--- config.mk ---
export PLATFORM = sky130hd
export DESIGN_NAME = mlpq_ram
export DESIGN_NICKNAME = d
export VERILOG_FILES = /design/src/rtl/mlpq_ram.sv
export SDC_FILE = /design/constraint.sdc
export NUM_CORES = 2
export LEC_CHECK = 0
export BUFFER_PORTS_ARGS = -buffer_cell sky130_fd_sc_hd__buf_4
export CORE_ASPECT_RATIO = 1.4
export CORE_MARGIN = 3
export CORE_UTILIZATION = 50
export CTS_CLUSTER_DIAMETER = 40
export DETAILED_ROUTE_END_ITERATION = 10
export PLACE_DENSITY = 0.65
export SETUP_SLACK_MARGIN = 0.1
export SYNTH_ARGS = -nofsm -noshare
export SYNTH_HDL_FRONTEND = slang
export SYNTH_SLANG_ARGS = --single-unit
--- constraint.sdc ---
create_clock -name clk -period 7.4 [get_ports clk]
set_clock_uncertainty 0.1 [all_clocks]
set_input_delay 0.37 -clock clk [delete_from_list [all_inputs] [get_ports clk]]
set_output_delay 0.37 -clock clk [all_outputs]
set_load 0.05 [all_outputs]
--- src/rtl/mlpq_ram.sv ---
`timescale 1ns / 1ps
// Generic single-write, single-read synchronous RAM with registered read data.
// Read data holds while the read enable is low. No dependencies.
module mlpq_ram #(
  parameter int WIDTH = 32,
  parameter int DEPTH = 128
) (
  input  logic                     clk,
  input  logic                     we,
  input  logic [$clog2(DEPTH)-1:0] waddr,
  input  logic [WIDTH-1:0]         wdata,
  input  logic                     re,
  input  logic [$clog2(DEPTH)-1:0] raddr,
  output logic [WIDTH-1:0]         rdata
);

  logic [WIDTH-1:0] mem [DEPTH];
  logic [WIDTH-1:0] rdata_r;

  always_ff @(posedge clk) begin
    if (we) begin
      mem[waddr] <= wdata;
    end
    if (re) begin
      rdata_r <= mem[raddr];
    end
  end

  assign rdata = rdata_r;

endmodule

==> metrics.md <==
| Metric | Value |
|---|---|
| Outcome | finished with violations |
| Violated checks | antenna rules |
| Number of top-level pins | 81 |
| First-pass GRT wire length | 586600 um |
| Clk slew on worst S/H paths | 0.07 ns |
| Post-route DRC | 0 |
| Smallest hold slack | 0.07467 ns |
| Routed wire length | between 400000 and 500000 um |
| Worst-skew pair later-pin latency | 0.94 ns |
| Critical-path maximum fanout | 92 |
| Commonest non-fill, non-tap cell in the layout | edfxtp_1 |
| Die ar. | 320000 um^2 |
| Row Count | 242 |
| Maximum VDD drop | 0.0001992 V |
| Number of port buffers | 80 |
| Cts bufs inserted | ~420 |
| Worst path arrival time | 4.20 ns |
| Delay-heaviest family, CP | multiplexers |
| Vias/cell | between 6 and 7 |
| Pins Over Slew Limit | 0 |
| CTS Sinks | 4128 |
| Grt ovf | 0 |
| Cell Chain, Critical Path | buf_16, buf_12, mux4_2, mux4_2, mux4_2, mux2_2 |
| Vias post-DR | ~71000 |
| Pwr/cell area | 280.4 nW/um^2 |
| Crit path required time | 7.95 ns |
| Total Routing Usage GR | 0.2656 |
| Sum Neg Setup Slack | 0 ns |
| Crit path buf inv count | 2 |
| Fmax achieved | roughly 270 MHz |
| Seq/Total Area, Yosys | 0.7916 |
| PnR worst setup slack | around 3.8 ns |
| Synth area leader | edfxtp_1 |
| Unrepaired setup endpoints after global routing | false |
| Critical Path Slowest Stage Cell | mux4_2 |
| Layout Nets | roughly 6500 |
| CP Launch Type | input port |
| Gpl congestion | 0.8165 |
| Die Y | between 600 and 700 um |
| H-tree depth | 5 |
| Starting Density | 0.5036 |
| Synth Area per Inst | around 26 um^2 |
| Setup CP Type | input port to flip-flop |
| Slew HR | 0.09402 |
| Worst-Margin Slew | between 1 and 1.5 ns |
| Commonest cells after routing, fill and taps aside | 4128 x edfxtp_1, 1344 x mux4_2, 431 x clkbuf_16 |
| Post-synthesis cell type count | 16 |
| Synth Register Bits | roughly 4100 |
| CP Capture Type | flip-flop |
| Placeable Area | ~310000 um^2 |
| Root Buffer | clkbuf_16 |
| Wire per inst | 38.01 um |
| Max-Cap Viols | 0 |
| Pre-CTS WS | 2.878 ns |
| Detail Route Antenna Nets | 1 |
| Die Wd | around 480 um |
| Worst hold path class | input port to flip-flop |
| Crit share post-route | 0.4928 |
| Top cell by count, worst path | mux4_2 |
| Initial antenna violation count | 57 |
| Vias in the first global route | 72867 |
| Min Tclk post-route | around 3.6 ns |
| Synth Cell Area | 156600 um^2 |
| CP max stage delay | 0.65 ns |
| Maximum number of pins on one net before global-route repair | 127 |
| Router iterations before antenna repair | 6 |
| Final hold vios | 0 |
| Pleak | 54.66 nW |
| Setup Viol. Count Final | 0 |
| CTS tree | yes |
| Utilization after layout | 0.5753 |
| Share of the synthesized area in the top cell type | 0.7916 |
| Area Overhead vs Synth | 14.23% |
| DR iter-0 viols | 9526 |
| Share of cells above drive strength 1 | 0.3643 |
| Main area contributors after synthesis | edfxtp_1 79%, mux4_2 19%, clkbuf_1 0.44% |
| Synth warn | 0 |
| Maximum clock path buffer count | 4 |
| Detailed-placement wirelength estimate | about 230000 um |
| Cell count after synthesis | 5990 |
| Net Count, Synth | a little over 6000 |
[worst paths after layout]
kind         depth (start not counted)  slack (ns)   endpoint    startpoint
max                                  6        3.75   rdata[9]      raddr[0]
min                                  1        0.07  rdata[17]            re
max reg2reg                          4        4.51  rdata[25]   mem[87][25]
min reg2reg                          4        1.08  rdata[27]  mem[118][27]
[registers in the layout (all words and copies together) (netlist names)]
name and count:
mem 4096, rdata 32
[routing by layer]
layer  vias to the layer above  routed length, um  track usage
met5                         -                142            0
met4                        20              20410       0.1193
met3                       736              35220      0.04067
met2                      3836             214300       0.4448
met1                     39425             149500       0.3480
li1                      27449                  -            -
[power by group]
| part | switching, mW | internal [mW] | total (mW) |
|---|---|---|---|
| logic | 1.58 | 0.945 | 2.52 |
| registers | 0.0686 | 25.8 | 25.9 |
| clock network | 9.11 | 12.6 | 21.7 |
[kinds of logic after synthesis]
logic type / after synthesis / synth area share
muxes: 1376 / 0.1956
DFF: 4128 / 0.7916
buffers and inverters: 316 / 0.008373
and+or+nand+nor: 170 / 0.004450
[synth_stat cells (all sizes together)]
master	count
clkbuf	182
buf	134
nor2b	7
mux2	32
nand3	12
nand2b	2
mux4	1344
nand4	3
nor2	122
or3	1
nand2	14
edfxtp	4128
nor3	9
[what timing repair did]
action                    4_1_cts  5_1_grt
hold endpoints to repair     1499        0
resized for setup               0        0
hold buffers                   32        0
buffers inserted                0        0
[stage by stage]
| step | power (mW) | std cells | area (um^2) |
|---|---|---|---|
| final | 50.17 | 11036 | 178900 |
| after global routing | 51.45 | 11018 | 178800 |
| after CTS | 50.46 | 10931 | 178600 |
| after detailed placement | 28.95 | 10125 | 164100 |
| after global placement | 28.90 | 10125 | 164100 |
| after floorplan | 27.69 | 5990 | 156600 |
[layout make-up]
| type | instances | area (um^2) |
|---|---|---|
| clock inverter | 284 | 3232 |
| fill | 21667 | 132100 |
| tap | 4148 | 5190 |
| multi-input combinational | 1546 | 32290 |
| clock buffer | 490 | 11010 |
| antenna | 105 | 262.8 |
| timing repair buffer | 335 | 2942 |
| sequential | 4128 | 124000 |
[worst register-to-register path: stages (launching register included)]
cell	delay, ns
edfxtp_1	0.35
mux4_2	0.49
mux4_2	0.70
mux4_2	0.68
mux2_2	0.33
(Power assumes the default switching activity.)
